===== config.mk =====
export PLATFORM = sky130hd
export DESIGN_NAME = logic_formula_tokenizer_top
export DESIGN_NICKNAME = d
export VERILOG_FILES = /design/src/lft_pkg.sv /design/src/logic_formula_tokenizer_top.sv /design/src/lft_scan.sv /design/src/lft_queue.sv
export VERILOG_INCLUDE_DIRS = /design/src /design/src/src
export SDC_FILE = /design/constraint.sdc
export NUM_CORES = 1
export LEC_CHECK = 0
export BUFFER_PORTS_ARGS = -buffer_cell sky130_fd_sc_hd__buf_2
export CORE_MARGIN = 2
export CORE_UTILIZATION = 65
export CTS_BUF_LIST = sky130_fd_sc_hd__clkbuf_2
export CTS_CLUSTER_SIZE = 16
export DETAILED_ROUTE_END_ITERATION = 8
export PLACE_DENSITY = 0.82
export SETUP_SLACK_MARGIN = 0.15
export SYNTH_ARGS = -nofsm -noshare
export SYNTH_HDL_FRONTEND = slang
export SYNTH_SLANG_ARGS = --single-unit

===== constraint.sdc =====
create_clock -name clock -period 5.27 [get_ports clock]
set_input_delay 0.2635 -clock clock [delete_from_list [all_inputs] [get_ports clock]]
set_output_delay 0.2635 -clock clock [all_outputs]
set_load 0.005 [all_outputs]

===== src/logic_formula_tokenizer_top_assert.svh =====
// ----------------------------------------------------------------------------
// Assertion macros for the formula tokenizer
// Shared property forms, all clocked on clock and disabled during reset.
// ----------------------------------------------------------------------------
`ifndef LOGIC_FORMULA_TOKENIZER_TOP_ASSERT_SVH
`define LOGIC_FORMULA_TOKENIZER_TOP_ASSERT_SVH

// The condition holds at every clock edge out of reset.
`define LFT_ASSERT_HOLDS(lbl, cond, msg) \
   lbl: assert property (@(posedge clock) disable iff (reset) (cond)) else $error(msg);

// The consequent holds in the same cycle as the antecedent.
`define LFT_ASSERT_IMPLIES(lbl, ante, cons, msg) \
   lbl: assert property (@(posedge clock) disable iff (reset) (ante) |-> (cons)) \
      else $error(msg);

// The consequent holds in the cycle after the antecedent.
`define LFT_ASSERT_NEXT(lbl, ante, cons, msg) \
   lbl: assert property (@(posedge clock) disable iff (reset) (ante) |=> (cons)) \
      else $error(msg);

`endif


===== src/lft_pkg.sv =====
`timescale 1ns / 1ps
// ----------------------------------------------------------------------------
// lft_pkg
// Token record, kind codes, character codes and the keyword and symbol
// matchers of the scanner; the token queue shares the token record and push bundle.
// ----------------------------------------------------------------------------
package lft_pkg;

   // Token kinds.
   localparam logic [3:0] KIND_FORALL  = 4'd0;
   localparam logic [3:0] KIND_EXISTS  = 4'd1;
   localparam logic [3:0] KIND_AND     = 4'd2;
   localparam logic [3:0] KIND_OR      = 4'd3;
   localparam logic [3:0] KIND_NOT     = 4'd4;
   localparam logic [3:0] KIND_IMPLIES = 4'd5;
   localparam logic [3:0] KIND_FALSUM  = 4'd6;
   localparam logic [3:0] KIND_IDENT   = 4'd7;
   localparam logic [3:0] KIND_LPAREN  = 4'd8;
   localparam logic [3:0] KIND_RPAREN  = 4'd9;
   localparam logic [3:0] KIND_DOT     = 4'd10;
   localparam logic [3:0] KIND_COMMA   = 4'd11;
   localparam logic [3:0] KIND_ERROR   = 4'd12;
   localparam logic [3:0] KIND_END     = 4'd13;

   // Character codes with a role of their own.
   localparam logic [7:0] CHAR_END        = 8'h00;
   localparam logic [7:0] CHAR_QMARK      = 8'h3F;
   localparam logic [7:0] CHAR_UNDERSCORE = 8'h5F;
   localparam logic [7:0] CHAR_MINUS      = 8'h2D;
   localparam logic [7:0] CHAR_EQUAL      = 8'h3D;
   localparam logic [7:0] CHAR_GREATER    = 8'h3E;
   localparam logic [7:0] CHAR_LPAREN     = 8'h28;
   localparam logic [7:0] CHAR_RPAREN     = 8'h29;
   localparam logic [7:0] CHAR_DOT        = 8'h2E;
   localparam logic [7:0] CHAR_COMMA      = 8'h2C;
   localparam logic [7:0] UTF_LEAD_LONG   = 8'hE2;
   localparam logic [7:0] UTF_LEAD_SHORT  = 8'hC2;

   // Longest keyword, and most tokens one source byte can end.
   localparam int KEYWORD_LEN_MAX = 7;
   localparam int PUSH_MAX        = 3;

   typedef struct packed {
      logic [3:0]  token_kind;
      logic [15:0] token_offset;
      logic [15:0] token_length;
      logic        var_prefixed;
      logic [7:0]  error_byte;
      logic        last_of_run;
   } token_type;

   // Tokens ended by one accepted byte, in order, from scanner to queue.
   typedef struct packed {
      logic [1:0]                 count;
      token_type [PUSH_MAX-1:0]   slot;
   } push_type;

   typedef struct packed {
      logic       hit;
      logic [3:0] kind;
   } keyword_hit_type;

   typedef struct packed {
      logic       full;
      logic       partial;
      logic [3:0] kind;
   } symbol_hit_type;

   function automatic logic is_alpha(input logic [7:0] c);
      return (c >= "a" && c <= "z") || (c >= "A" && c <= "Z");
   endfunction

   function automatic logic is_digit(input logic [7:0] c);
      return c >= "0" && c <= "9";
   endfunction

   function automatic logic is_space(input logic [7:0] c);
      return c == " " || (c >= 8'h09 && c <= 8'h0D);
   endfunction

   function automatic logic is_name_start(input logic [7:0] c);
      return is_alpha(c) || c == CHAR_UNDERSCORE;
   endfunction

   function automatic logic is_name_char(input logic [7:0] c);
      return is_alpha(c) || is_digit(c) || c == CHAR_UNDERSCORE;
   endfunction

   function automatic logic is_symbol_lead(input logic [7:0] c);
      return c == UTF_LEAD_LONG || c == UTF_LEAD_SHORT;
   endfunction

   function automatic token_type make_token(input logic [3:0] kind,
                                            input logic [15:0] offset,
                                            input logic [15:0] length,
                                            input logic variable,
                                            input logic [7:0] err);
      token_type t;
      t.token_kind   = kind;
      t.token_offset = offset;
      t.token_length = length;
      t.var_prefixed = variable;
      t.error_byte   = err;
      t.last_of_run  = 1'b0;
      return t;
   endfunction

   // prefix[0] is the first character of the name.
   function automatic keyword_hit_type keyword_lookup(
      input logic [KEYWORD_LEN_MAX-1:0][7:0] prefix, input logic [2:0] len);
      keyword_hit_type r;
      logic [15:0] w2;
      logic [23:0] w3;
      logic [47:0] w6;
      logic [55:0] w7;
      w2 = {prefix[0], prefix[1]};
      w3 = {prefix[0], prefix[1], prefix[2]};
      w6 = {prefix[0], prefix[1], prefix[2], prefix[3], prefix[4], prefix[5]};
      w7 = {prefix[0], prefix[1], prefix[2], prefix[3], prefix[4], prefix[5], prefix[6]};
      r.hit  = 1'b1;
      r.kind = KIND_IDENT;
      if (len == 3'd6 && w6 == "forall") r.kind = KIND_FORALL;
      else if (len == 3'd6 && w6 == "exists") r.kind = KIND_EXISTS;
      else if (len == 3'd3 && w3 == "and") r.kind = KIND_AND;
      else if (len == 3'd2 && w2 == "or") r.kind = KIND_OR;
      else if (len == 3'd3 && w3 == "not") r.kind = KIND_NOT;
      else if (len == 3'd7 && w7 == "implies") r.kind = KIND_IMPLIES;
      else if (len == 3'd3 && w3 == "bot") r.kind = KIND_FALSUM;
      else r.hit = 1'b0;
      return r;
   endfunction

   // Extends a held UTF-8 prefix (one or two bytes) by the byte c.
   function automatic symbol_hit_type symbol_step(input logic [7:0] held0,
                                                  input logic [7:0] held1,
                                                  input logic two_held,
                                                  input logic [7:0] c);
      symbol_hit_type r;
      r.full    = 1'b0;
      r.partial = 1'b0;
      r.kind    = KIND_ERROR;
      if (!two_held) begin
         if (held0 == UTF_LEAD_LONG) begin
            r.partial = (c == 8'h88) || (c == 8'h8A) || (c == 8'h87);
         end else if (held0 == UTF_LEAD_SHORT && c == 8'hAC) begin
            r.full = 1'b1;
            r.kind = KIND_NOT;
         end
      end else if (held0 == UTF_LEAD_LONG) begin
         case (held1)
            8'h88: begin
               r.full = 1'b1;
               case (c)
                  8'h80: r.kind = KIND_FORALL;
                  8'h83: r.kind = KIND_EXISTS;
                  8'hA7: r.kind = KIND_AND;
                  8'hA8: r.kind = KIND_OR;
                  default: r.full = 1'b0;
               endcase
            end
            8'h8A: begin
               r.full = (c == 8'hA5);
               r.kind = KIND_FALSUM;
            end
            8'h87: begin
               r.full = (c == 8'h92);
               r.kind = KIND_IMPLIES;
            end
            default: r.full = 1'b0;
         endcase
      end
      return r;
   endfunction

endpackage


===== src/logic_formula_tokenizer_top.sv =====
`timescale 1ns / 1ps
// ----------------------------------------------------------------------------
// logic_formula_tokenizer_top
// Tokenizer for first-order logic formulas, one source byte per request.
// ----------------------------------------------------------------------------
// The block takes one source byte per cycle while req_ready is high. The
// tokens that a byte ends enter the token queue and leave it in order, one
// per cycle on the result channel while rsp_ready is high; a byte ends zero
// to three tokens, and last_of_run marks the final one of that byte. Requests
// are taken back to back as long as the token queue (2**QUEUE_ADDR_BITS
// entries) has room for three more tokens, so the sustained rate is one byte
// per cycle whenever the bytes average at most one token each; the single
// result port, draining one token per cycle, is what sets the rate on
// token-dense text. Byte 0 ends the source and restarts the offset count.
module logic_formula_tokenizer_top import lft_pkg::*; #(
   parameter int POSITION_BITS   = 16,
   parameter int KEYWORD_MAX     = 7,
   parameter int QUEUE_ADDR_BITS = 3
) (
   input  logic        clock,
   input  logic        reset,
   input  logic        req_valid,
   output logic        req_ready,
   input  logic [7:0]  req_text_byte,
   output logic        rsp_valid,
   input  logic        rsp_ready,
   output logic [3:0]  rsp_token_kind,
   output logic [15:0] rsp_token_offset,
   output logic [15:0] rsp_token_length,
   output logic        rsp_var_prefixed,
   output logic [7:0]  rsp_error_byte,
   output logic        rsp_last_of_run
);

   push_type  push;
   logic      room;
   token_type head;

   lft_scan #(
      .POSITION_BITS (POSITION_BITS),
      .KEYWORD_MAX   (KEYWORD_MAX)
   ) u_scan (
      .clock         (clock),
      .reset         (reset),
      .req_valid     (req_valid),
      .req_text_byte (req_text_byte),
      .room          (room),
      .push          (push)
   );

   lft_queue #(
      .ADDR_BITS (QUEUE_ADDR_BITS)
   ) u_queue (
      .clock      (clock),
      .reset      (reset),
      .push_i     (push),
      .room       (room),
      .head_valid (rsp_valid),
      .head_ready (rsp_ready),
      .head       (head)
   );

   assign req_ready        = room;
   assign rsp_token_kind   = head.token_kind;
   assign rsp_token_offset = head.token_offset;
   assign rsp_token_length = head.token_length;
   assign rsp_var_prefixed = head.var_prefixed;
   assign rsp_error_byte   = head.error_byte;
   assign rsp_last_of_run  = head.last_of_run;

endmodule


===== src/lft_scan.sv =====
`timescale 1ns / 1ps
// ----------------------------------------------------------------------------
// lft_scan
// Front end: takes one source byte per cycle while room is high, tracks
// the open token and passes the zero to three tokens it ends to the queue.
// ----------------------------------------------------------------------------
module lft_scan import lft_pkg::*; #(
   parameter int POSITION_BITS = 16,
   parameter int KEYWORD_MAX   = 7
) (
   input  logic       clock,
   input  logic       reset,
   input  logic       req_valid,
   input  logic [7:0] req_text_byte,
   input  logic       room,
   output push_type   push
);

   `include "logic_formula_tokenizer_top_assert.svh"

   typedef enum logic [4:0] {
      MODE_IDLE  = 5'b00001,
      MODE_QMARK = 5'b00010,
      MODE_NAME  = 5'b00100,
      MODE_ARROW = 5'b01000,
      MODE_UTF   = 5'b10000
   } scan_mode_type;

   localparam logic [POSITION_BITS-1:0] POS_MAX = '1;

   scan_mode_type            mode_ff, mode_in;
   logic [POSITION_BITS-1:0] pos_ff, pos_in;
   logic [POSITION_BITS-1:0] start_ff, start_in;
   logic [15:0]              name_len_ff, name_len_in;
   logic [1:0]               held_cnt_ff, held_cnt_in;
   logic                     marked_ff, marked_in;
   logic [7:0]               prefix_ff [KEYWORD_MAX];
   logic [7:0]               held_ff [2];

   logic        accept;
   logic [7:0]  c;
   logic        prefix_we, held0_we, held1_we;
   logic [15:0] prefix_sel;
   logic [POSITION_BITS-1:0] pos_inc, start_inc;
   logic [15:0] off_pos, off_start, off_start1;
   logic [KEYWORD_LEN_MAX-1:0][7:0] kw_prefix;
   keyword_hit_type kw;
   symbol_hit_type  sym;
   logic [3:0]  name_kind;
   token_type   pre_tok [2];
   token_type   fresh_tok;
   logic [1:0]  pre_n;
   logic        fresh_has;
   logic        do_fresh;

   function automatic logic [15:0] clamp_off(input logic [POSITION_BITS-1:0] v);
      logic [31:0] w;
      w = 32'(v);
      return (w > 32'h0000_FFFF) ? 16'hFFFF : w[15:0];
   endfunction

   assign accept = req_valid && room;
   assign c      = req_text_byte;

   assign pos_inc    = (pos_ff == POS_MAX) ? pos_ff : pos_ff + POSITION_BITS'(1);
   assign start_inc  = (start_ff == POS_MAX) ? start_ff : start_ff + POSITION_BITS'(1);
   assign off_pos    = clamp_off(pos_ff);
   assign off_start  = clamp_off(start_ff);
   assign off_start1 = clamp_off(start_inc);

   always_comb begin
      for (int i = 0; i < KEYWORD_LEN_MAX; i++) begin
         kw_prefix[i] = prefix_ff[i];
      end
   end

   assign kw  = keyword_lookup(kw_prefix, name_len_ff[2:0]);
   assign sym = symbol_step(held_ff[0], held_ff[1], held_cnt_ff == 2'd2, c);
   // A name that is too long, or that carried the prefix, is never a keyword.
   assign name_kind = (!marked_ff && name_len_ff <= 16'(KEYWORD_LEN_MAX) && kw.hit)
                      ? kw.kind : KIND_IDENT;

   always_comb begin
      mode_in     = mode_ff;
      pos_in      = pos_ff;
      start_in    = start_ff;
      name_len_in = name_len_ff;
      held_cnt_in = held_cnt_ff;
      marked_in   = marked_ff;
      prefix_we   = 1'b0;
      prefix_sel  = '0;
      held0_we    = 1'b0;
      held1_we    = 1'b0;
      pre_tok[0]  = '0;
      pre_tok[1]  = '0;
      pre_n       = 2'd0;
      fresh_tok   = '0;
      fresh_has   = 1'b0;
      do_fresh    = 1'b0;

      if (accept) begin
         pos_in = pos_inc;
         case (mode_ff)
            MODE_QMARK: begin
               if (is_name_start(c)) begin
                  mode_in     = MODE_NAME;
                  marked_in   = 1'b1;
                  start_in    = pos_ff;
                  name_len_in = 16'd1;
                  prefix_we   = 1'b1;
               end else begin
                  // A prefix with no name after it: zero-length error, then
                  // the byte is scanned again as if nothing were open.
                  pre_tok[0] = make_token(KIND_ERROR, off_pos, 16'd0, 1'b0, c);
                  pre_n      = 2'd1;
                  do_fresh   = 1'b1;
               end
            end
            MODE_NAME: begin
               if (is_name_char(c)) begin
                  prefix_we  = name_len_ff < 16'(KEYWORD_MAX);
                  prefix_sel = name_len_ff;
                  if (name_len_ff != 16'hFFFF) begin
                     name_len_in = name_len_ff + 16'd1;
                  end
               end else begin
                  pre_tok[0] = make_token(name_kind, off_start, name_len_ff,
                                          marked_ff, 8'h00);
                  pre_n      = 2'd1;
                  do_fresh   = 1'b1;
               end
            end
            MODE_ARROW: begin
               held_cnt_in = 2'd0;
               if (c == CHAR_GREATER) begin
                  pre_tok[0] = make_token(KIND_IMPLIES, off_start, 16'd2, 1'b0, 8'h00);
                  pre_n      = 2'd1;
                  mode_in    = MODE_IDLE;
               end else begin
                  pre_tok[0] = make_token(KIND_ERROR, off_start, 16'd1, 1'b0, held_ff[0]);
                  pre_n      = 2'd1;
                  do_fresh   = 1'b1;
               end
            end
            MODE_UTF: begin
               if (sym.full) begin
                  pre_tok[0]  = make_token(sym.kind, off_start,
                                           (held_cnt_ff == 2'd2) ? 16'd3 : 16'd2,
                                           1'b0, 8'h00);
                  pre_n       = 2'd1;
                  held_cnt_in = 2'd0;
                  mode_in     = MODE_IDLE;
               end else if (sym.partial && held_cnt_ff == 2'd1) begin
                  held1_we    = 1'b1;
                  held_cnt_in = 2'd2;
               end else begin
                  // Each held byte of the broken sequence becomes its own error.
                  pre_tok[0]  = make_token(KIND_ERROR, off_start, 16'd1, 1'b0, held_ff[0]);
                  pre_tok[1]  = make_token(KIND_ERROR, off_start1, 16'd1, 1'b0, held_ff[1]);
                  pre_n       = held_cnt_ff;
                  held_cnt_in = 2'd0;
                  do_fresh    = 1'b1;
               end
            end
            default: begin
               do_fresh = 1'b1;
            end
         endcase

         if (do_fresh) begin
            mode_in = MODE_IDLE;
            if (c == CHAR_END) begin
               fresh_tok   = make_token(KIND_END, 16'd0, 16'd0, 1'b0, 8'h00);
               fresh_has   = 1'b1;
               pos_in      = '0;
               start_in    = '0;
               name_len_in = '0;
               held_cnt_in = 2'd0;
               marked_in   = 1'b0;
            end else if (is_space(c)) begin
               mode_in = MODE_IDLE;
            end else if (c == CHAR_QMARK) begin
               mode_in = MODE_QMARK;
            end else if (is_name_start(c)) begin
               mode_in     = MODE_NAME;
               marked_in   = 1'b0;
               start_in    = pos_ff;
               name_len_in = 16'd1;
               prefix_we   = 1'b1;
               prefix_sel  = '0;
            end else if (c == CHAR_MINUS || c == CHAR_EQUAL) begin
               mode_in     = MODE_ARROW;
               held0_we    = 1'b1;
               held_cnt_in = 2'd1;
               start_in    = pos_ff;
            end else if (is_symbol_lead(c)) begin
               mode_in     = MODE_UTF;
               held0_we    = 1'b1;
               held_cnt_in = 2'd1;
               start_in    = pos_ff;
            end else begin
               fresh_has = 1'b1;
               case (c)
                  CHAR_LPAREN: fresh_tok = make_token(KIND_LPAREN, off_pos, 16'd1, 1'b0, 8'h00);
                  CHAR_RPAREN: fresh_tok = make_token(KIND_RPAREN, off_pos, 16'd1, 1'b0, 8'h00);
                  CHAR_DOT:    fresh_tok = make_token(KIND_DOT, off_pos, 16'd1, 1'b0, 8'h00);
                  CHAR_COMMA:  fresh_tok = make_token(KIND_COMMA, off_pos, 16'd1, 1'b0, 8'h00);
                  default:     fresh_tok = make_token(KIND_ERROR, off_pos, 16'd1, 1'b0, c);
               endcase
            end
         end
      end
   end

   // Pending tokens come first, the token of the rescanned byte after them.
   always_comb begin
      push.count = pre_n + 2'(fresh_has);
      push.slot[0] = (pre_n == 2'd0) ? fresh_tok : pre_tok[0];
      push.slot[1] = (pre_n == 2'd1) ? fresh_tok : pre_tok[1];
      push.slot[2] = fresh_tok;
      case (push.count)
         2'd1: push.slot[0].last_of_run = 1'b1;
         2'd2: push.slot[1].last_of_run = 1'b1;
         2'd3: push.slot[2].last_of_run = 1'b1;
         default: push.slot[0].last_of_run = push.slot[0].last_of_run;
      endcase
   end

   always_ff @(posedge clock) begin
      if (reset) begin
         mode_ff     <= MODE_IDLE;
         pos_ff      <= '0;
         start_ff    <= '0;
         name_len_ff <= '0;
         held_cnt_ff <= 2'd0;
         marked_ff   <= 1'b0;
      end else begin
         mode_ff     <= mode_in;
         pos_ff      <= pos_in;
         start_ff    <= start_in;
         name_len_ff <= name_len_in;
         held_cnt_ff <= held_cnt_in;
         marked_ff   <= marked_in;
      end
   end

   always_ff @(posedge clock) begin
      for (int i = 0; i < KEYWORD_MAX; i++) begin
         if (prefix_we && prefix_sel == 16'(i)) begin
            prefix_ff[i] <= c;
         end
      end
      if (held0_we) begin
         held_ff[0] <= c;
      end
      if (held1_we) begin
         held_ff[1] <= c;
      end
   end

   `LFT_ASSERT_IMPLIES(a_two_held_only_in_utf, held_cnt_ff == 2'd2, mode_ff == MODE_UTF, "two held bytes outside a symbol")
   `LFT_ASSERT_IMPLIES(a_arrow_holds_one, mode_ff == MODE_ARROW, held_cnt_ff == 2'd1, "arrow start not held")
   `LFT_ASSERT_IMPLIES(a_no_push_when_idle, !accept, push.count == 2'd0, "tokens pushed without an accepted request")
   `LFT_ASSERT_NEXT(a_end_restarts, accept && c == CHAR_END, pos_ff == '0 && mode_ff == MODE_IDLE, "end of source did not clear the scanner")

endmodule


===== src/lft_queue.sv =====
`timescale 1ns / 1ps
// ----------------------------------------------------------------------------
// lft_queue
// Back end: token queue that takes up to three tokens per cycle from the
// scanner and presents one token per cycle to a ready result channel.
// ----------------------------------------------------------------------------
module lft_queue import lft_pkg::*; #(
   parameter int ADDR_BITS = 3
) (
   input  logic      clock,
   input  logic      reset,
   input  push_type  push_i,
   output logic      room,
   output logic      head_valid,
   input  logic      head_ready,
   output token_type head
);

   `include "logic_formula_tokenizer_top_assert.svh"

   localparam int DEPTH = 1 << ADDR_BITS;

   token_type            mem_ff [DEPTH];
   logic [ADDR_BITS-1:0] wr_ptr_ff, wr_ptr_in;
   logic [ADDR_BITS-1:0] rd_ptr_ff, rd_ptr_in;
   logic [ADDR_BITS:0]   count_ff, count_in;
   logic                 pop;

   assign head_valid = count_ff != '0;
   assign head       = mem_ff[rd_ptr_ff];
   assign pop        = head_valid && head_ready;
   // Room for the worst burst one byte can cause.
   assign room       = count_ff <= (ADDR_BITS + 1)'(DEPTH - PUSH_MAX);

   assign wr_ptr_in = wr_ptr_ff + ADDR_BITS'(push_i.count);
   assign rd_ptr_in = rd_ptr_ff + ADDR_BITS'(pop);
   assign count_in  = count_ff + (ADDR_BITS + 1)'(push_i.count) - (ADDR_BITS + 1)'(pop);

   always_ff @(posedge clock) begin
      if (reset) begin
         wr_ptr_ff <= '0;
         rd_ptr_ff <= '0;
         count_ff  <= '0;
      end else begin
         wr_ptr_ff <= wr_ptr_in;
         rd_ptr_ff <= rd_ptr_in;
         count_ff  <= count_in;
      end
   end

   always_ff @(posedge clock) begin
      for (int j = 0; j < PUSH_MAX; j++) begin
         if (2'(j) < push_i.count) begin
            mem_ff[wr_ptr_ff + ADDR_BITS'(j)] <= push_i.slot[j];
         end
      end
   end

   `LFT_ASSERT_HOLDS(a_no_overflow, 32'(count_ff) + 32'(push_i.count) <= 32'(DEPTH), "token queue overflow")
   `LFT_ASSERT_NEXT(a_push_shows_head, count_ff == '0 && push_i.count != 2'd0, head_valid, "pushed token not presented")
   `LFT_ASSERT_IMPLIES(a_count_in_range, 1'b1, 32'(count_ff) <= 32'(DEPTH), "token count beyond queue depth")

endmodule


### Word-level counts from Yosys, hierarchy flattened

Memories as Yosys holds them, arrays and structs flattened. A register that Yosys moved wholly into a read port is not among the register bits.
Cells that the tools add are included.

| storage, ports and cells | value |
|---|---|
| register bits after elaboration | 66 |
| bits of input ports | 12 |
| memories kept | 3 |
| memory bits (writable) | 440 |
| word-level logic and storage cells | 343 |
| output and inout bits | 48 |

Memories:

| memory | words | bits a word | read ports | clocked after Yosys merged registers in | write ports | line | source |
|---|---|---|---|---|---|---|---|
| u_queue.mem_ff | 8 | 46 | 1 | 1 | 3 | lft_queue.sv:23 | `token_type mem_ff [DEPTH];` |
| u_scan.prefix_ff | 7 | 8 | 7 | 0 | 1 | lft_scan.sv:37 | `logic [7:0] prefix_ff [KEYWORD_MAX];` |
| u_scan.held_ff | 2 | 8 | 2 | 0 | 1 | lft_scan.sv:38 | `logic [7:0] held_ff [2];` |

| cells by class | value |
|---|---|
| equal/unequal tests | 60 |
| reductions and logical operators | 48 |
| $add $sub $neg | 10 |
| multiplexer cells | 199 |
| $lt $le $gt $ge | 14 |

Operator list:

| operator | number |
|---|---|
| two-way mux 46 bit | 16 |
| two-way mux 16 bit | 29 |
| two-way mux 92 bit | 2 |
| one-hot mux 46 bit (4 select lines) | 1 |
| one-hot mux 45 bit (4 select lines) | 1 |
| == test 8 bit (second input constant) | 17 |
| == test 48 x 47 -> 1 bit (second input constant) | 2 |
| two-way mux 1 bit | 94 |
| == test 24 x 23 -> 1 bit (second input constant) | 3 |
| == test 8 x 6 -> 1 bit (second input constant) | 9 |
| == test 56 x 55 -> 1 bit (second input constant) | 1 |
| two-way mux 8 bit | 7 |
| OR reduction 8 bit | 7 |
| two-way mux 5 bit | 10 |
| adder 16 x 1 -> 16 bit (second input constant) | 3 |
| == test 16 x 3 -> 1 bit (second input constant) | 3 |
| two-way mux 4 bit | 11 |
| == test 16 bit (second input constant) | 2 |
| == test 16 x 2 -> 1 bit (second input constant) | 2 |
| one-hot mux 16 bit (2 select lines) | 1 |
| logical AND 1 bit | 24 |
| two-way mux 2 bit | 12 |
| two-way mux 3 bit | 7 |
| == test 16 x 1 -> 1 bit (second input constant) | 1 |
| other kinds (46) | 66 |

### Depth between registers and ports, before layout

Gate-level depths: netlist (run 1).

| logic depth | value |
|---|---|
| word-level depth | 24 |
| mapped depth | 23 |
| mapped depth without buffers | 18 |

### Cells and area by module

From an unflattened synthesis (run 1), not the netlist that was laid out.

| second synthesis, totals | value |
|---|---|
| cell total of the unflattened synthesis | 3590 |
| area total of the unflattened synthesis | 33793.7 µm² |

By module, submodules not included:

| module | seq. area each (µm²) | instances | cells an instance | area an instance (µm²) |
|---|---|---|---|---|
| lft_queue | 11250.8 | 1 | 2648 | 25294.3 |
| lft_scan | 3283.1 | 1 | 942 | 8499.4 |

### Least setup slack after synthesis (run 1)

Ideal clock, no wire load.

| path | value |
|---|---|
| kind | register -> register |
| from | register u_queue.count_ff[3] |
| to | memory u_queue.mem_ff[3][0] (netlist name) (enable) |
| required time | 4878 ps |
| arrival time | 4215 ps |
| buffers on the path | 7 |
| setup slack | 663 ps |
| cell stages (with the launch flop) | 19 |
| period minus slack after synthesis | 4607 ps |
| setup time | 392 ps |
| cell sequence | dfxtp_1 > inv_1 > ha_1 > nand2_1 > a22oi_1 > nand2_1 > buf_1 > clkbuf_1 > clkbuf_1 > a21oi_1 > ha_1 > inv_1 > nand3_4 > buf_6 > buf_6 > a211o_1 > buf_4 > buf_2 > nand3_1 |

RTL lines:

| what | line | source |
|---|---|---|
| start, declared | lft_queue.sv:26 | `logic [ADDR_BITS:0] count_ff, count_in;` |
| start signal, assigned | lft_queue.sv:47 | `count_ff <= count_in;` |
| end, declared | lft_queue.sv:23 |  |

==> results.sh, run 1 <==
export IMPL_synth_seq_cells=506
export IMPL_vias=24500
export IMPL_seq_power_share=0.476
export IMPL_ys_top_cells_by_count="nand2_1 (456), edfxtp_1 (312), dfxtp_1 (194)"
export IMPL_top_layer="met4"
export IMPL_finClkSkew_ns=0.0888
export IMPL_place_area_um2=28300
export IMPL_synth_most_common_cell="nand2_1"
export IMPL_clockBufferDepth=3
export IMPL_p_int_w=0.00635
export IMPL_cts_root_buf="clkbuf_2"
export IMPL_nets=2717
export IMPL_synth_warnings=0
export IMPL_end_kind="flop"
export IMPL_synth_cells=2578
export IMPL_p_sw_frac=0.330
export IMPL_synthArstFlopShare=0
export IMPL_drt_iter0_markers=4249
export IMPL_fp_dieW_um=210
export IMPL_routabilityCongestion=1.02
export IMPL_drc=0
export IMPL_maxCapViolCount=0
export IMPL_syn_nets=2609
export IMPL_hold_path_class="in2reg"
export IMPL_route_met3_wl_um=15300
export IMPL_h_tree_depth=4
export IMPL_routed_via_density=7.37
export IMPL_worst_pin_slew_ns=1.32
export IMPL_synth_top_area_share=0.341
export IMPL_ys_types=121
export IMPL_synth_edff_count=312
export IMPL_dieArea_um2=43900
export IMPL_met2_length_um=40400
export IMPL_drive_gt1_frac=0.231
export IMPL_place_hpwl_um=60200
export IMPL_clk_latency_ns=1.35
export IMPL_synth_ff_type="edfxtp_1"
export IMPL_path_buf_inv=3
export IMPL_rsz0062_at_grt="false"
export IMPL_clk_pin_slew_ns=0.11
export IMPL_netSwitchingPower_w=0.00314
export IMPL_final_area_um2=29900
export IMPL_yosysSeqAreaShare=0.482
export IMPL_overflow=0
export IMPL_layout_min_cycle_time_ns=4.86
export IMPL_core_rowCount=75
export IMPL_firstDrtPassIters=7
export IMPL_gr_usage_all_layers=0.419
export IMPL_crit_top_cell="buf_4"
export IMPL_drt_wl_total_um=92800
export IMPL_hold_viol=0
export IMPL_port_buffers=59
export IMPL_cts_buffers=133
export IMPL_finalSetupViolations=0
export IMPL_drv_slew=0
export IMPL_worst_ep_arrival_time_ns=5.84
export IMPL_netlist_area_um2=27500
export IMPL_synthTopCellsByArea="edfxtp_1 (34%), dfxtp_1 (14%), mux4_2 (7.5%)"
export IMPL_syn_area_per_cell_um2=10.7
export IMPL_tritoncts="done"
export IMPL_clock_power_share=0.304
export IMPL_core_area_um2=41900
export IMPL_io_pins=60
export IMPL_routedWlPerCell_um=28.0
export IMPL_ir_worst_vdd_v=0.000238
export IMPL_slowest_stage="a21oi_2"
export IMPL_required_ns=6.24
export IMPL_critical_path_peak_fanout=17
export IMPL_critPathMaxStageDelay_ns=0.83
export IMPL_timing_fmax_ghz=0.206
export IMPL_cp_top_family="compound AO/OA/AOI/OAI gates"
export IMPL_slew_limit_headroom=0.121
export IMPL_tns_ns=0
export IMPL_grt_max_degree=71
export IMPL_grt_pass1_wl_um=138000
export IMPL_p_leak_nw=10.0
export IMPL_grt_pass1_vias=23700
export IMPL_start_kind="flop"
export IMPL_cp_cell_sequence="or3b_1 > nor3b_2 > o31ai_1 > a21oi_1 > o21ai_0 > nand4_2 > inv_1 > ha_1 > buf_4 > nand2_1 > a211oi_2 > buf_4 > a21oi_2 > o221ai_1"
export IMPL_combPwrFrac=0.220
export IMPL_status="finished clean"
export IMPL_cts_sinks=506
export IMPL_pwr_density_cell_nw_per_um2=318
export IMPL_area_growth_synth_to_final_pct=8.74
export IMPL_antenna_found_initial=1
export IMPL_initial_utilization=0.657
export IMPL_die_y_um=210
export IMPL_worstSetupPathType="reg2reg"
export IMPL_wl_met1_um=32400
export IMPL_yosys_area_top_type="edfxtp_1"
export IMPL_ant_nets=0
export IMPL_period_share=0.923
==> flip-flops by register name, indices dropped and copies added (netlist names) <==
name	cells
u_queue.count_ff	4
u_queue.mem_ff	368
u_queue.rd_ptr_ff	3
u_queue.wr_ptr_ff	3
u_scan.held_cnt_ff	2
u_scan.held_ff	16
u_scan.marked_ff	1
u_scan.mode_ff	5
u_scan.name_len_ff	16
u_scan.off_pos	16
u_scan.off_start	16
u_scan.prefix_ff	56
==> worst register-to-register path, delay by kind of cell, from the launching register on <==
kind                       cells  cell delay [ns]
buffers and inverters          3             0.55
DFF                            1             0.45
adders and majority gates      1             0.35
and+or+nand+nor                4             1.26
AOI/OAI and AO/OA              6             1.93
==> stage by stage <==
step	utilization	std cells	power, W	worst slack (ns)	hold WS, ns
floorplan	-	2578	0.00589	0.663	0.362
global placement	0.677	3058	0.00657	0.418	0.438
detailed placement	0.677	3058	0.00660	0.317	0.445
CTS	0.712	3310	0.00943	0.389	0.00650
global route	0.714	3319	0.00979	0.238	0.0942
finish	0.714	3319	0.00949	0.406	0.148
==> layout by cell type (no fill, tap or decap), drive strengths merged, types with 13 or more instances in the layout <==
master / Yosys / layout
nor4: 27 / 27
and2: 20 / 20
clkbuf: 120 / 198
o31ai: 14 / 14
a21oi: 192 / 192
mux2: 47 / 47
o221ai: 162 / 162
a32oi: 22 / 22
buf: 108 / 177
inv: 37 / 41
nor3: 43 / 43
clkinv: 1 / 20
o21ai: 93 / 93
and4: 13 / 13
nor2: 103 / 103
o211ai: 15 / 15
edfxtp: 312 / 312
o22ai: 27 / 27
nand2: 458 / 458
nand4: 38 / 38
dfxtp: 194 / 194
a211oi: 15 / 15
or3: 18 / 18
a22o: 20 / 20
ha: 17 / 17
mux4: 92 / 92
a31oi: 21 / 21
nand3: 102 / 102
xor2: 16 / 16
and3: 25 / 25
dlygate4sd3: 0 / 24
a22oi: 50 / 50
==> layout make-up <==
class,count,area [µm²]
Sequential cell,506,13300
Multi-Input combinational cell,1806,13100
Fill cell,3126,12000
Timing Repair Buffer,201,1470
Clock buffer,198,991
Tap cell,539,674
Clock inverter,30,243
Inverter,38,143
Antenna cell,1,2.50
==> cell families after synthesis <==
family                     after synthesis  share of synthesized area
buffers and inverters                  266                     0.0453
AOI/OAI and AO/OA                      693                      0.192
muxes                                  144                     0.0965
xor gates and xnor gates                24                    0.00765
and+or+nand+nor                        926                      0.167
DFF                                    506                      0.482
adders and majority gates               19                    0.00920
==> power groups by stage <==
stage | sequential (W) | combinational, W | clock [W]
floorplan | 0.00443 | 0.00147 | 0
CTS | 0.00451 | 0.00203 | 0.00289
global placement | 0.00460 | 0.00198 | 0
global route | 0.00454 | 0.00217 | 0.00308
finish | 0.00452 | 0.00209 | 0.00288
detailed placement | 0.00461 | 0.00199 | 0
==> repair_timing <==
item / CTS / global route
hold buffers: 24 / 0
setup buffers: 0 / 8
endpoints found under the setup margin: 0 / 75
hold endpoints to repair: 283 / 0
resized for setup: 0 / 1
==> final timing paths <==
| kind | to | start | cells after the start | slack (ns) |
|---|---|---|---|---|
| min reg2reg | u_queue.mem_ff[6][11]$_SDFFE_PP0N_ | u_queue.mem_ff[6][11]$_SDFFE_PP0N_ | 2 | 0.46 |
| min | u_scan.mode_ff[3]$_SDFFE_PP0P_ | req_text_byte[3] | 6 | 0.15 |
| max | u_queue.mem_ff[6][28]$_DFFE_PP_ | u_scan.held_ff[0][8]$_DFFE_PP_ | 14 | 0.41 |
| max reg2reg | u_queue.mem_ff[6][28]$_DFFE_PP_ | u_scan.held_ff[0][8]$_DFFE_PP_ | 14 | 0.41 |
==> layer usage <==
layer / global-route usage / vias up
li1: - / 10300
met1: 0.534 / 11600
met2: 0.617 / 2187
met3: 0.176 / 409
met4: 0.213 / 0
met5: 0 / -
Note: power is estimated with default switching activity, not from simulation.
==> inputs of run 2 (changes only) <==
==> constraint.sdc (replaced) <==
create_clock -name clock -period 5.27 [get_ports clock]
set_input_delay 0.527 -clock clock [delete_from_list [all_inputs] [get_ports clock]]
set_output_delay 0.527 -clock clock [all_outputs]
set_load 0.005 [all_outputs]
==> run 2 against run 1 <==
  * Clock power is 3% lower
  * Via count shrank 0.69%
  * Utilization shrank 0.22 points
  * Register-to-register slack gained 0.16 ns
  * The flow now finishes with violations (design-rule violations)
  * Maximum frequency grew 3.4%
  * Non-clock buffer count fell by 3
  * Critical endpoint is now u_queue.mem_ff[2][39]$_DFFE_PP_
==> results.sh, run 2 (synthesis results as in run 1) <==
export IMPL_status="finished, violations left"
export IMPL_violations="design-rule violations"
export IMPL_worst_ep_arrival_time_ns=5.68
export IMPL_layout_commonest_cell="nand2_1"
export IMPL_gr_usage_all_layers=0.414
export IMPL_final_area_um2=29800
export IMPL_netSwitchingPower_w=0.00310
export IMPL_timing_fmax_ghz=0.213
export IMPL_port_buffers=59
export IMPL_overflow=0
export IMPL_fillCellCount=3053
export IMPL_p_leak_nw=9.99
export IMPL_die_y_um=210
export IMPL_h_tree_depth=4
export IMPL_core_rowCount=75
export IMPL_combPwrFrac=0.223
export IMPL_worstHoldEndpoint="u_scan.prefix_ff[4][7]$_DFFE_PP_"
export IMPL_grt_max_degree=86
export IMPL_drive_gt1_frac=0.230
export IMPL_maxCapViolCount=0
export IMPL_slew_limit_headroom=0.144
export IMPL_place_hpwl_um=60100
export IMPL_end_kind="flop"
export IMPL_layout_min_cycle_time_ns=4.70
export IMPL_clk_latency_ns=1.35
export IMPL_drt_wl_total_um=91400
export IMPL_ir_worst_vdd_v=0.000382
export IMPL_dieArea_um2=43900
export IMPL_nets=2712
export IMPL_whs_ns=0.140
export IMPL_r2r_start="u_scan.held_ff[0][8]$_DFFE_PP_"
export IMPL_initial_utilization=0.657
export IMPL_routedWlPerCell_um=27.6
export IMPL_grt_pass1_vias=23500
export IMPL_hold_path_cell_count=2
export IMPL_core_area_um2=41900
export IMPL_p_int_w=0.00629
export IMPL_start_kind="flop"
export IMPL_routed_via_density=7.33
export IMPL_required_ns=6.25
export IMPL_rrSetupSlack_ns=0.57
export IMPL_io_pins=60
export IMPL_top_register="u_queue.mem_ff"
export IMPL_drt_iter0_markers=3987
export IMPL_vias=24300
export IMPL_firstDrtPassIters=9
export IMPL_tritoncts="done"
export IMPL_cts_root_buf="clkbuf_2"
export IMPL_worstRegToRegCells=14
export IMPL_hold_viol=0
export IMPL_largest_register_ffs=368
export IMPL_drc=1
export IMPL_r2r_end="u_queue.mem_ff[2][39]$_DFFE_PP_"
export IMPL_fin_ws_ns=0.568
export IMPL_drv_slew=0
export IMPL_final_cell_mix="nand2_1 (456), edfxtp_1 (312), dfxtp_1 (191)"
export IMPL_worst_pin_slew_ns=1.28
export IMPL_finalSetupViolations=0
export IMPL_antenna_found_initial=4
export IMPL_fp_dieW_um=210
export IMPL_routabilityCongestion=1.01
export IMPL_rsz0062_at_grt="false"
export IMPL_hp_start="req_text_byte[7]"
export IMPL_p_sw_frac=0.330
export IMPL_largest_registers="u_queue.mem_ff (368), u_scan.prefix_ff (56)"
export IMPL_critical_path_peak_fanout=16
export IMPL_area_growth_synth_to_final_pct=8.41
export IMPL_worstSetupPathType="reg2reg"
export IMPL_grt_pass1_wl_um=136000
export IMPL_dp_slack_ns=0.245
export IMPL_cts_sinks=506
export IMPL_tns_ns=0
export IMPL_cts_resized=0
export IMPL_hold_path_class="in2reg"
export IMPL_seq_power_share=0.478
export IMPL_place_area_um2=28500
export IMPL_finClkSkew_ns=0.101
export IMPL_clock_power_share=0.299
export IMPL_cts_buffers=131
export IMPL_ant_nets=0
export IMPL_period_share=0.892
export IMPL_clockBufferDepth=3
export IMPL_clk_pin_slew_ns=0.11
export IMPL_pwr_density_cell_nw_per_um2=315
run 2: cell types whose count changed in the layout (fill, tap and decap cells not counted), sizes merged:
cell         previous run  this run
clkbuf                198       179
dlygate4sd3            24        12
clkinv                 20        30
buf                   177       186
clkinvlp                3         5
diode                   1         3
inv                    41        42
run 2: how the worst max path moves through the flow:
stage / start / end / slack, ns
floorplan: req_text_byte[6] / u_queue.mem_ff[5][0]$_DFFE_PP_ / 0.51
global placement: req_text_byte[3] / u_queue.mem_ff[2][32]$_DFFE_PP_ / 0.42
finish: u_scan.held_ff[0][8]$_DFFE_PP_ / u_queue.mem_ff[2][39]$_DFFE_PP_ / 0.57
detailed placement: req_text_byte[2] / u_queue.mem_ff[2][30]$_DFFE_PP_ / 0.24
CTS: u_scan.held_ff[0][8]$_DFFE_PP_ / u_queue.mem_ff[1][41]$_DFFE_PP_ / 0.72
global route: u_scan.mode_ff[1]$_SDFFE_PP0P_ / u_queue.mem_ff[2][41]$_DFFE_PP_ / 0.31
run 2: what timing repair did:
action / in CTS / in global routing
hold buffers: 12 / 0
buffers inserted: 0 / 0
endpoints found under the hold margin: 113 / 0
run 2: final cells by class:
| class | instances | area, µm² | area share |
|---|---|---|---|
| clock buffer | 179 | 896 | 0.0301 |
| antenna | 3 | 7.51 | 0.000252 |
| inverter | 38 | 143 | 0.00479 |
| tap | 539 | 674 | 0.0226 |
| timing repair buffer | 198 | 1410 | 0.0472 |
| clock inverter | 43 | 314 | 0.0105 |
| multi-input combinational | 1806 | 13100 | 0.439 |
| sequential | 506 | 13300 | 0.445 |
run 2: power by group through the flow:
stage / combinational (W) / clock (W) / sequential [W]
floorplan: 0.00147 / 0 / 0.00443
global placement: 0.00200 / 0 / 0.00457
detailed placement: 0.00204 / 0 / 0.00457
CTS: 0.00206 / 0.00282 / 0.00448
global route: 0.00220 / 0.00302 / 0.00450
finish: 0.00210 / 0.00280 / 0.00449
run 2: worst max-delay path: stages, from the launching register on:
cell and delay, ns:
edfxtp_1 0.51, and3b_1 0.28, and4_1 0.21, o21ai_0 0.30, a21oi_1 0.16, o21ai_0 0.34, nand4_2 0.18, inv_1 0.09
ha_1 0.27, inv_1 0.14, nand3_4 0.30, buf_4 0.26, a211oi_4 0.09, a21oi_2 0.94, o221ai_1 0.30
run 2: per-stage QoR:
stage	utilization	power, W	std cells
global route	0.712	0.00972	3312
CTS	0.712	0.00936	3309
floorplan	-	0.00589	2578
global placement	0.680	0.00657	3075
detailed placement	0.680	0.00661	3075
finish	0.712	0.00939	3312
run 2: metal layers:
metal  vias up  GRT usage  share of wire
met5         -     0.0145         0.0016
met4         6      0.198          0.047
met3       396      0.155           0.16
met2      2138      0.625           0.44
met1     11500      0.529           0.35
li1      10300          -              -
